--- config.mk ---
export PLATFORM = sky130hd
export DESIGN_NAME = disk_seek_sort_queue_core
export DESIGN_NICKNAME = d
export VERILOG_FILES = /design/src/dssq_pkg.sv /design/src/disk_seek_sort_queue_core.sv /design/src/dssq_cell.sv
export SDC_FILE = /design/constraint.sdc
export NUM_CORES = 2
export LEC_CHECK = 0
export BUFFER_PORTS_ARGS = -buffer_cell sky130_fd_sc_hd__buf_4
export CAP_MARGIN = 10
export CORE_MARGIN = 10
export CORE_UTILIZATION = 59
export DETAILED_ROUTE_END_ITERATION = 6
export PLACE_DENSITY = 0.78
export REMOVE_ABC_BUFFERS = 1
export SLEW_MARGIN = 10
export SYNTH_ARGS = -nofsm -noshare
export SYNTH_HDL_FRONTEND = slang
export SYNTH_HIERARCHICAL = 1
export SYNTH_SLANG_ARGS = --single-unit
--- constraint.sdc ---
create_clock -name i_clk -period 3.5 [get_ports i_clk]
set_input_delay 0.175 -clock i_clk [delete_from_list [all_inputs] [get_ports i_clk]]
set_output_delay 0.175 -clock i_clk [all_outputs]
set_load 0.02 [all_outputs]
--- src/dssq_pkg.sv ---
`timescale 1ns / 1ps

package dssq_pkg;

    // field widths
    localparam int TAG_W = 8;
    localparam int CYL_W = 16;
    localparam int PLACED_W = 4;
    localparam int COUNT_W = 5;

    // default number of queue slots
    localparam int QUEUE_DEPTH_DEFAULT = 16;

    // read flag value
    localparam logic B_READ = 1'b1;

    // request actions
    localparam logic ACT_INSERT = 1'b0;
    localparam logic ACT_REMOVE = 1'b1;

    typedef struct packed {
        logic             action;
        logic [TAG_W-1:0] request_tag;
        logic [CYL_W-1:0] request_cylinder;
        logic             request_is_read;
    } t_req;

    typedef struct packed {
        logic                accepted;
        logic [PLACED_W-1:0] placed_index;
        logic [TAG_W-1:0]    head_tag;
        logic [CYL_W-1:0]    head_cylinder;
        logic                head_is_read;
        logic [COUNT_W-1:0]  queue_count;
    } t_rsp;

    // one stored queue slot
    typedef struct packed {
        logic [TAG_W-1:0] tag;
        logic [CYL_W-1:0] cylinder;
        logic             is_read;
    } t_entry;

    // commit command broadcast to every cell
    typedef struct packed {
        logic insert;
        logic pop;
    } t_cell_op;

    // scan token flags passed from cell to cell
    typedef struct packed {
        logic valid;
        logic have;
        logic stop;
    } t_scan;

    typedef enum logic [1:0] {
        ST_IDLE,
        ST_SCAN,
        ST_COMMIT
    } t_state;

endpackage

--- src/disk_seek_sort_queue_core.sv ---
`timescale 1ns / 1ps

// Seek-sorted disk request queue built as a row of QUEUE_DEPTH slot cells. A request is
// taken when start is high and busy is low; its single response appears on o_rsp for one
// cycle with o_rsp_valid high and cannot be held off, so it must be captured then. A remove,
// an insert into an empty queue and a rejected insert into a full queue go straight from
// acceptance to the commit state. An insert into a partly filled queue scans first:
// a scan token walks the cell row one slot per cycle, the placement taken from the last
// cell is latched into r_pos, then the commit state shifts the slots. busy drops in the cycle the
// response is shown, so a new request may be accepted alongside it. Slot contents are not
// cleared at reset; the fill count is.

module disk_seek_sort_queue_core #(
    parameter int QUEUE_DEPTH = dssq_pkg::QUEUE_DEPTH_DEFAULT
) (
    input  logic           i_clk,
    input  logic           i_rst_n,
    input  logic           start,
    input  dssq_pkg::t_req i_req,
    output logic           busy,
    output logic           o_rsp_valid,
    output dssq_pkg::t_rsp o_rsp
);

    localparam int IDX_W = $clog2(QUEUE_DEPTH);
    localparam int CNT_W = $clog2(QUEUE_DEPTH + 1);

    dssq_pkg::t_state  r_state, n_state;
    dssq_pkg::t_req    r_req;
    logic [CNT_W-1:0]  r_count, n_count;
    logic [IDX_W-1:0]  r_pos, n_pos;
    logic              r_tok0_valid;
    dssq_pkg::t_rsp    r_rsp, n_rsp;
    logic              r_rsp_valid;

    logic              w_accept;
    logic              w_commit;
    logic              w_ins_ok;
    logic              w_pop_ok;
    logic              w_full;
    logic              w_empty;
    dssq_pkg::t_cell_op w_op;
    dssq_pkg::t_entry  w_new;
    dssq_pkg::t_scan   w_tok0;
    logic [IDX_W+3:0]  w_pos_ext;
    logic [CNT_W+4:0]  w_cnt_ext;

    dssq_pkg::t_entry           w_entry   [QUEUE_DEPTH];
    dssq_pkg::t_scan            w_tok     [QUEUE_DEPTH];
    logic [IDX_W-1:0]           w_tok_idx [QUEUE_DEPTH];
    logic [dssq_pkg::CYL_W-1:0] w_tok_cyl [QUEUE_DEPTH];

    assign w_full   = (r_count == CNT_W'(QUEUE_DEPTH));
    assign w_empty  = (r_count == '0);
    assign w_accept = start && (r_state == dssq_pkg::ST_IDLE);

    // new slot contents from the held request
    assign w_new.tag      = r_req.request_tag;
    assign w_new.cylinder = r_req.request_cylinder;
    assign w_new.is_read  = r_req.request_is_read;

    // scan token entering the first cell
    assign w_tok0.valid = r_tok0_valid;
    assign w_tok0.have  = 1'b0;
    assign w_tok0.stop  = 1'b0;

    // next state
    always_comb begin
        n_state = r_state;
        unique case (r_state)
            dssq_pkg::ST_IDLE: begin
                if (start) begin
                    if ((i_req.action == dssq_pkg::ACT_INSERT) && !w_full && !w_empty) begin
                        n_state = dssq_pkg::ST_SCAN;
                    end else begin
                        n_state = dssq_pkg::ST_COMMIT;
                    end
                end
            end
            dssq_pkg::ST_SCAN: begin
                if (w_tok[QUEUE_DEPTH-1].valid) begin
                    n_state = dssq_pkg::ST_COMMIT;
                end
            end
            dssq_pkg::ST_COMMIT: begin
                n_state = dssq_pkg::ST_IDLE;
            end
            default: begin
                n_state = dssq_pkg::ST_IDLE;
            end
        endcase
    end

    // state outputs
    always_comb begin
        busy     = 1'b1;
        w_commit = 1'b0;
        unique case (r_state)
            dssq_pkg::ST_IDLE: begin
                busy = 1'b0;
            end
            dssq_pkg::ST_SCAN: begin
                busy = 1'b1;
            end
            dssq_pkg::ST_COMMIT: begin
                w_commit = 1'b1;
            end
            default: begin
                busy = 1'b1;
            end
        endcase
    end

    // commit decisions
    assign w_ins_ok  = (r_req.action == dssq_pkg::ACT_INSERT) && !w_full;
    assign w_pop_ok  = (r_req.action == dssq_pkg::ACT_REMOVE) && !w_empty;
    assign w_op.insert = w_commit && w_ins_ok;
    assign w_op.pop    = w_commit && w_pop_ok;

    // placement: after the chosen slot, else at the tail
    always_comb begin
        n_pos = r_pos;
        if (w_accept) begin
            n_pos = '0;
        end else if ((r_state == dssq_pkg::ST_SCAN) && w_tok[QUEUE_DEPTH-1].valid) begin
            if (w_tok[QUEUE_DEPTH-1].have) begin
                n_pos = w_tok_idx[QUEUE_DEPTH-1] + 1'b1;
            end else begin
                n_pos = r_count[IDX_W-1:0];
            end
        end
    end

    // fill count after the step
    always_comb begin
        n_count = r_count;
        if (w_op.insert) begin
            n_count = r_count + 1'b1;
        end else if (w_op.pop) begin
            n_count = r_count - 1'b1;
        end
    end

    assign w_pos_ext = {4'b0, r_pos};
    assign w_cnt_ext = {5'b0, n_count};

    // response contents
    always_comb begin
        n_rsp               = '0;
        n_rsp.accepted      = w_ins_ok || w_pop_ok;
        n_rsp.queue_count   = w_cnt_ext[dssq_pkg::COUNT_W-1:0];
        if (w_ins_ok) begin
            n_rsp.placed_index = w_pos_ext[dssq_pkg::PLACED_W-1:0];
        end
        if (w_pop_ok) begin
            n_rsp.head_tag      = w_entry[0].tag;
            n_rsp.head_cylinder = w_entry[0].cylinder;
            n_rsp.head_is_read  = w_entry[0].is_read;
        end
    end

    // control registers
    always_ff @(posedge i_clk) begin
        if (!i_rst_n) begin
            r_state      <= dssq_pkg::ST_IDLE;
            r_count      <= '0;
            r_tok0_valid <= 1'b0;
            r_rsp_valid  <= 1'b0;
        end else begin
            r_state      <= n_state;
            r_count      <= n_count;
            r_tok0_valid <= w_accept && (i_req.action == dssq_pkg::ACT_INSERT) &&
                            !w_full && !w_empty;
            r_rsp_valid  <= w_commit;
        end
    end

    // payload registers
    always_ff @(posedge i_clk) begin
        if (w_accept) begin
            r_req <= i_req;
        end
        if (w_commit) begin
            r_rsp <= n_rsp;
        end
        r_pos <= n_pos;
    end

    // row of slot cells
    genvar g;
    generate
        for (g = 0; g < QUEUE_DEPTH; g++) begin : g_cell
            dssq_pkg::t_entry           w_left;
            dssq_pkg::t_entry           w_right;
            dssq_pkg::t_scan            w_tin;
            logic [IDX_W-1:0]           w_tin_idx;
            logic [dssq_pkg::CYL_W-1:0] w_tin_cyl;

            if (g == 0) begin : g_first
                assign w_left    = w_new;
                assign w_tin     = w_tok0;
                assign w_tin_idx = '0;
                assign w_tin_cyl = '0;
            end else begin : g_mid
                assign w_left    = w_entry[g-1];
                assign w_tin     = w_tok[g-1];
                assign w_tin_idx = w_tok_idx[g-1];
                assign w_tin_cyl = w_tok_cyl[g-1];
            end

            if (g == QUEUE_DEPTH - 1) begin : g_last
                assign w_right = w_entry[g];
            end else begin : g_inner
                assign w_right = w_entry[g+1];
            end

            dssq_cell #(
                .QUEUE_DEPTH(QUEUE_DEPTH),
                .CELL_INDEX (g)
            ) u_cell (
                .i_clk     (i_clk),
                .i_rst_n   (i_rst_n),
                .i_op      (w_op),
                .i_pos     (r_pos),
                .i_count   (r_count),
                .i_new     (w_new),
                .i_left    (w_left),
                .i_right   (w_right),
                .i_tok     (w_tin),
                .i_tok_idx (w_tin_idx),
                .i_tok_cyl (w_tin_cyl),
                .o_tok     (w_tok[g]),
                .o_tok_idx (w_tok_idx[g]),
                .o_tok_cyl (w_tok_cyl[g]),
                .o_entry   (w_entry[g])
            );
        end
    endgenerate

    assign o_rsp_valid = r_rsp_valid;
    assign o_rsp       = r_rsp;

endmodule

--- src/dssq_cell.sv ---
`timescale 1ns / 1ps

module dssq_cell #(
    parameter int QUEUE_DEPTH = dssq_pkg::QUEUE_DEPTH_DEFAULT,
    parameter int CELL_INDEX  = 0
) (
    input  logic                        i_clk,
    input  logic                        i_rst_n,
    input  dssq_pkg::t_cell_op          i_op,
    input  logic [$clog2(QUEUE_DEPTH)-1:0]   i_pos,
    input  logic [$clog2(QUEUE_DEPTH+1)-1:0] i_count,
    input  dssq_pkg::t_entry            i_new,
    input  dssq_pkg::t_entry            i_left,
    input  dssq_pkg::t_entry            i_right,
    input  dssq_pkg::t_scan             i_tok,
    input  logic [$clog2(QUEUE_DEPTH)-1:0]   i_tok_idx,
    input  logic [dssq_pkg::CYL_W-1:0]  i_tok_cyl,
    output dssq_pkg::t_scan             o_tok,
    output logic [$clog2(QUEUE_DEPTH)-1:0]   o_tok_idx,
    output logic [dssq_pkg::CYL_W-1:0]  o_tok_cyl,
    output dssq_pkg::t_entry            o_entry
);

    localparam int IDX_W = $clog2(QUEUE_DEPTH);
    localparam int CNT_W = $clog2(QUEUE_DEPTH + 1);
    localparam logic [IDX_W-1:0] MY_IDX = IDX_W'(CELL_INDEX);
    localparam logic [CNT_W-1:0] MY_CNT = CNT_W'(CELL_INDEX);

    dssq_pkg::t_entry          r_entry, n_entry;
    dssq_pkg::t_scan           r_tok, n_tok;
    logic [IDX_W-1:0]          r_tok_idx, n_tok_idx;
    logic [dssq_pkg::CYL_W-1:0] r_tok_cyl, n_tok_cyl;

    logic w_in_range;
    logic w_active;
    logic w_req_rd;
    logic w_ent_rd;

    assign w_in_range = (i_count > MY_CNT);
    assign w_active   = i_tok.valid && !i_tok.stop && w_in_range;
    assign w_req_rd   = (i_new.is_read == dssq_pkg::B_READ);
    assign w_ent_rd   = (r_entry.is_read == dssq_pkg::B_READ);

    // scan step: fold this slot into the travelling choice
    always_comb begin
        n_tok     = i_tok;
        n_tok_idx = i_tok_idx;
        n_tok_cyl = i_tok_cyl;
        if (w_active) begin
            if (w_req_rd && !w_ent_rd) begin
                // a read stops at the first write
                n_tok.stop = 1'b1;
                if (!i_tok.have) begin
                    n_tok.have = 1'b1;
                    n_tok_idx  = MY_IDX;
                    n_tok_cyl  = r_entry.cylinder;
                end
            end else if (w_req_rd == w_ent_rd) begin
                // same class: highest cylinder at or below, later slot wins a tie
                if ((r_entry.cylinder <= i_new.cylinder) &&
                    (!i_tok.have || (r_entry.cylinder >= i_tok_cyl))) begin
                    n_tok.have = 1'b1;
                    n_tok_idx  = MY_IDX;
                    n_tok_cyl  = r_entry.cylinder;
                end
            end
        end
    end

    // slot update on commit
    always_comb begin
        n_entry = r_entry;
        if (i_op.pop) begin
            n_entry = i_right;
        end else if (i_op.insert) begin
            if (MY_IDX == i_pos) begin
                n_entry = i_new;
            end else if ((MY_IDX > i_pos) && (MY_CNT <= i_count)) begin
                n_entry = i_left;
            end
        end
    end

    // token flags are control, the rest is payload
    always_ff @(posedge i_clk) begin
        if (!i_rst_n) begin
            r_tok <= '0;
        end else begin
            r_tok <= n_tok;
        end
    end

    always_ff @(posedge i_clk) begin
        r_entry   <= n_entry;
        r_tok_idx <= n_tok_idx;
        r_tok_cyl <= n_tok_cyl;
    end

    assign o_tok     = r_tok;
    assign o_tok_idx = r_tok_idx;
    assign o_tok_cyl = r_tok_cyl;
    assign o_entry   = r_entry;

endmodule

# Word level (Yosys, flattened, before mapping)
# Index checks and enable logic that the tools add are counted.
# W data, S select, Z words.
[word_totals] output_inout_bits=37 regBits=821 inputBits=29 wordCells=749
[op_classes] bitwise=3 n_mux=297 n_eq_ne=36 n_addsub=3 n_reduce_logical=191 magnitude_cmp=79
[ops] cell="$mux W25" n=62
[ops] cell="$mux W16" n=73
[ops] cell="$mux W4" n=73
[ops] cell="$le A16 B16 Y1" n=16
[ops] cell="$ge A16 B16 Y1" n=15
[ops] cell="$logic_and A1 B1 Y1" n=89
[ops] cell="$mux W1" n=68
[ops] cell="$logic_not A1 Y1" n=48
[ops] cell="$reduce_bool A3 Y1" n=15
[ops] cell="$gt A5 B4 Y1 const B" n=8
[ops] cell="$le A4 B5 Y1 const A" n=8
[ops] cell="$mux W2" n=18
[ops] cell="$reduce_and A2 Y1" n=17
[ops] cell="$eq A4 B4 Y1 const A" n=8
[ops] cell="$gt A4 B4 Y1 const A" n=8
[ops] cell="$gt A5 B3 Y1 const B" n=4
[ops] cell="$le A3 B5 Y1 const A" n=4
[ops] cell="$eq A1 B1 Y1" n=16
[ops] cell="$eq A3 B4 Y1 const A" n=4
[ops] cell="$gt A3 B4 Y1 const A" n=4
[ops] cell="$logic_or A1 B1 Y1" n=16
[ops] cell="$gt A5 B1 Y1 const B" n=2
[ops] cell="$gt A5 B2 Y1 const B" n=2
[ops] cell="$le A1 B5 Y1 const A" n=2
[ops] cell="21 further kinds" n=29

# Logic depth before layout (Yosys ltp)
[depth] depth_word=7 ltp_mapped=10 mapped_depth_nobuf=9

# Cells and area by module
# Netlist, hierarchy kept.
[by_module_without_submodules] module="dssq_cell (g_cell[9].u_cell)" area_per_inst_um2=3658.5 cells_each=422 n_inst=1 seq_area_each_um2=1211.2
[by_module_without_submodules] module="dssq_cell (g_cell[0].u_cell)" area_per_inst_um2=3529.6 cells_each=414 n_inst=1 seq_area_each_um2=1211.2
[by_module_without_submodules] module="dssq_cell (g_cell[14].u_cell)" area_per_inst_um2=3493.4 cells_each=419 n_inst=1 seq_area_each_um2=1211.2
[by_module_without_submodules] module="dssq_cell (g_cell[2].u_cell)" area_per_inst_um2=3459.6 cells_each=399 n_inst=1 seq_area_each_um2=1211.2
[by_module_without_submodules] module="dssq_cell (g_cell[15].u_cell)" area_per_inst_um2=3419.5 cells_each=397 n_inst=1 seq_area_each_um2=1211.2
[by_module_without_submodules] module="dssq_cell (g_cell[3].u_cell)" area_per_inst_um2=3387.0 cells_each=379 n_inst=1 seq_area_each_um2=1211.2
[by_module_without_submodules] module="dssq_cell (g_cell[11].u_cell)" area_per_inst_um2=3375.7 cells_each=397 n_inst=1 seq_area_each_um2=1211.2
[by_module_without_submodules] module="dssq_cell (g_cell[8].u_cell)" area_per_inst_um2=3319.4 cells_each=367 n_inst=1 seq_area_each_um2=1211.2
[by_module_without_submodules] module="dssq_cell (g_cell[5].u_cell)" area_per_inst_um2=3314.4 cells_each=348 n_inst=1 seq_area_each_um2=1211.2
[by_module_without_submodules] module="dssq_cell (g_cell[6].u_cell)" area_per_inst_um2=3283.1 cells_each=358 n_inst=1 seq_area_each_um2=1211.2
[by_module_without_submodules] module="dssq_cell (g_cell[13].u_cell)" area_per_inst_um2=3204.3 cells_each=360 n_inst=1 seq_area_each_um2=1211.2
[by_module_without_submodules] module="dssq_cell (g_cell[4].u_cell)" area_per_inst_um2=3198.1 cells_each=349 n_inst=1 seq_area_each_um2=1211.2
[by_module_without_submodules] module="dssq_cell (g_cell[10].u_cell)" area_per_inst_um2=3169.3 cells_each=333 n_inst=1 seq_area_each_um2=1211.2
[by_module_without_submodules] module="dssq_cell (g_cell[1].u_cell)" area_per_inst_um2=3149.3 cells_each=345 n_inst=1 seq_area_each_um2=1211.2
[by_module_without_submodules] module="3 more rows"

# Worst setup path after synthesis
# No wires, ideal clock.
[synth_path] path_kind="register -> register" startpoint="reg r_count[1]" endpoint="reg g_cell[14].u_cell.r_entry, in the netlist g_cell[14].u_cell/o_entry[10] (enable)" setup_ns=0.381 path_stages_with_launch=10 period_less_slack_ns=3.491 path_buffers=3 setup_slack_ns=0.009 arrival_time_ns=3.110 required_ns=3.119 path_cell_list="dfxtp_1 inv_1 ha_1 nor3b_4 a21oi_2 buf_2 and2_1 buf_1 clkbuf_1 a21o_1"
[synth_rtl] element="start, declared" line="disk_seek_sort_queue_core.sv:30" rtl="logic [CNT_W-1:0] r_count, n_count;"
[synth_rtl] element="start signal, assigned" line="disk_seek_sort_queue_core.sv:171" rtl="r_count <= n_count;"
[synth_rtl] element="end signal, assigned" line="dssq_cell.sv:94" rtl="r_entry <= n_entry;"
[synth_rtl] element="end, declared" line="dssq_cell.sv:29" rtl="dssq_pkg::t_entry r_entry, n_entry;"

# Final worst setup path
[layout_path] startpoint="reg r_req, in the netlist g_cell[0].w_left[3]" endpoint="reg g_cell[12].u_cell.r_tok_idx[3]"
[layout_via] elab_chain_cells=6
[layout_lines] element="start, declared" line="disk_seek_sort_queue_core.sv:29" rtl="dssq_pkg::t_req r_req;"
[layout_lines] element="start signal, assigned" line="disk_seek_sort_queue_core.sv:181" rtl="r_req <= i_req;"
[layout_lines] element="$le A16 B16 Y1" line="dssq_cell.sv:60" rtl="if ((r_entry.cylinder <= i_new.cylinder) &&"
[layout_lines] element="$logic_and A1 B1 Y1" line="dssq_cell.sv:60"
[layout_lines] element="$mux W4" line="dssq_cell.sv:60"
[layout_lines] element="$mux W4" line="dssq_cell.sv:58" rtl="end else if (w_req_rd == w_ent_rd) begin"
[layout_lines] element="$mux W4" line="dssq_cell.sv:50" rtl="if (w_req_rd && !w_ent_rd) begin"
[layout_lines] element="$mux W4" line="dssq_cell.sv:49" rtl="if (w_active) begin"
[layout_lines] element="named net g_cell[12].u_cell.n_tok_idx[3]" line="dssq_cell.sv:31" rtl="logic [IDX_W-1:0] r_tok_idx, n_tok_idx;"
[layout_lines] element="end signal, assigned" line="dssq_cell.sv:95" rtl="r_tok_idx <= n_tok_idx;"
[layout_lines] element="end, declared" line="dssq_cell.sv:31"
# The timed path passes the listed nets, and every way through them passes these cells.
# A chain may end at the register's enable or synchronous reset.

==> run_results.csv <==
group,metric,value,unit
synth,yosysWarnings,6,
power,p_leak,26.0,nW
power,p_int,18.5,mW
layout,drive_gt1_frac,0.104,
floorplanning,die_x,325,µm
layout,syn_to_final_growth,10.9,%
layout,multi_input_area,30100,µm²
run_status,failed_checks,"design-rule violations",
global_routing,grt_pass1_vias,45900,
power,powerDensity,429,nW/µm²
synth,syn_inst,5999,
sta,maxSlewViolCount,0,
layout,nNetsFinal,6653,
sta,relSlewSlack,0.183,
power,clkPwrFrac,0.397,
sta,finalCriticalPeriod,3280,ps
floorplanning,die_h,325,µm
clock_network,postCtsSetupBuffers,0,
clock_network,cts_buffer_depth,3,
route,vias_per_cell,6.56,
floorplanning,core,92100,µm²
floorplanning,rows,111,
route,ant_nets,0,
global_routing,antenna_found_initial,2,
sta,finClkSkew,36.6,ps
route,first_pass_iters,7,
route,num_vias,48700,
synth,synth_area,55000,µm²
global_routing,grt_usage,0.325,
job,cap_violations,0,
synth,syn_area_per_cell,9.16,µm²
power,comb_power_share,0.164,
global_routing,grt_start_max_net_pins,103,
layout,post-route-util,0.662,
floorplanning,die-area,106000,µm²
clock_network,cts_buffers,93,
clock_network,clk_pin_slew,60,ps
clock_network,clkLatencyLatePin,710,ps
clock_network,cts_max_level,3,
power,p_sw_frac,0.294,
route,drc,1,
sta,setup_viol_count_final,0,
critical_path,worstPathMaxFanout,20,
critical_path,ff2ff_path_depth,8,
critical_path,crit_type,"flip-flop to flip-flop",
route,drtIter0Drc,6374,
route,wl_per_cell,24.4,µm
sta,hold_viol_final,0,
critical_path,arrival,3850,ps
route,drt_wl_total,181000,µm
critical_path,crit_required,4070,ps
clock_network,cts_tree,"done",
worst_hold_path,whs_path_depth,3,
layout,seq_area,21100,µm²
power,ir_drop,544,µV
placement,place_hpwl,128000,µm
sta,fin_ws,224,ps
clock_network,ctsRootBufferMaster,"clkbuf_16",
floorplanning,initial_core_util,0.597,
placement,io_buffer_count,65,
global_routing,grt_pass1_wl,272000,µm
placement,dp_slack,387,ps
layout,fillers,7195,
sta,rsz0062_at_grt,"false",
global_routing,grt.overflow.total,0,
sta,fmax,305,MHz
power,netSwitchingPower,7.69,mW
sta,tightest_slew,1230,ps
sta,post-route-period-util,0.936,
placement,gp_congestion,0.972,
clock_network,clkSinkCount,825,
power,p_seq_frac,0.439,
run_status,status,"complete, but fails checks",
critical_path,cp-end-kind,"flip-flop",
floorplanning,ios,66,
critical_path,startpoint_type,"flip-flop",
worst_hold_path,min_path_type,"input port to flip-flop",
-- state kept, by name (all words and copies together) (netlist names) --
register,cells
g_cell.u_cell/o_entry,384
g_cell.u_cell/o_tok,47
g_cell.u_cell/o_tok_cyl,240
g_cell.u_cell/o_tok_idx,64
g_cell.u_cell/w_ent_rd,16
g_cell.w_left,25
o_rsp,35
o_rsp_valid,1
r_count,5
r_pos,4
r_req,1
r_state,2
r_tok0_valid,1
-- final timing paths --
path | from | endpoint | slack [ps]
hold / removal | i_rst_n | g_cell[0].u_cell/o_tok[1] | 120
setup reg to reg | g_cell[0].w_left[3] | g_cell[12].u_cell/o_tok_idx[3] | 220
hold reg to reg | g_cell[0].u_cell/o_tok_idx[1] | g_cell[1].u_cell/o_tok_idx[1] | 410
setup / recovery | g_cell[0].w_left[3] | g_cell[12].u_cell/o_tok_idx[3] | 220
-- cell type report --
cell class / instances / share of cell area
multi-input combinational: 4273 / 0.494
sequential: 825 / 0.347
inverter: 578 / 0.0356
clock buffer: 129 / 0.0445
timing repair buffer: 322 / 0.0449
antenna: 1 / 0.0000410
clock inverter: 47 / 0.00874
tap: 1243 / 0.0255
-- layer usage --
layer	GRT usage	up-vias	share of wire
met5	0	-	0
met4	0.193	0	0.068
met3	0.0717	713	0.11
met2	0.507	2922	0.44
met1	0.411	23000	0.38
li1	-	22000	-
-- stage by stage --
step | area, µm² | hold slack [ps] | cells | TNS, ps | power (mW)
4_1_cts | 61000 | 87.7 | 7417 | 0 | 26.0
5_1_grt | 61000 | 116 | 7417 | 0 | 27.0
3_3_place_gp | 57500 | 354 | 7214 | 0 | 15.6
3_5_place_dp | 57500 | 355 | 7214 | 0 | 15.8
2_1_floorplan | 53300 | 274 | 5676 | -9008660 | 14.2
6_report | 61000 | 117 | 7418 | 0 | 26.2
-- power by group through the flow --
stage | registers [mW] | clock network [mW] | logic, mW
after detailed placement | 11.7 | 0 | 4.11
after floorplan | 11.6 | 0 | 2.69
final | 11.5 | 10.4 | 4.29
after global routing | 11.5 | 10.8 | 4.66
after global placement | 11.6 | 0 | 3.95
after CTS | 11.5 | 10.4 | 4.17
-- worst max-delay path: stages, from the launching register on --
cell and delay (ps):
edfxtp_1 570, buf_4 360, inv_1 90, ha_1 300
o211ai_1 90, a2111oi_0 600, a211oi_1 140, o2111a_1 540
or3_1 460
-- cell usage in the layout (no fill, tap or decap), types with 29 or more instances in the layout --
master	count
nand4_1	147
inv_1	575
nor2_1	207
nor4_1	29
o311ai_1	69
buf_4	275
nand2b_1	49
conb_1	59
edfxtp_1	461
and3_1	86
a21o_1	34
a221o_1	34
a22o_1	62
nor2b_1	40
a221oi_1	39
or4_1	37
mux2i_1	329
ha_1	531
nand3_1	125
nand2_1	820
o21ai_1	32
dfxtp_1	363
nor3_1	52
clkbuf_16	99
a22oi_1	47
o21ai_0	568
a21oi_1	258
o211ai_1	61
and2_1	51
-- repair_timing --
action	4_1_cts	5_1_grt
endpoints found under the setup margin	0	0
hold endpoints to repair	29	0
hold buffers	27	0
resized for setup	0	0
Power figures use the tool's default switching activity.
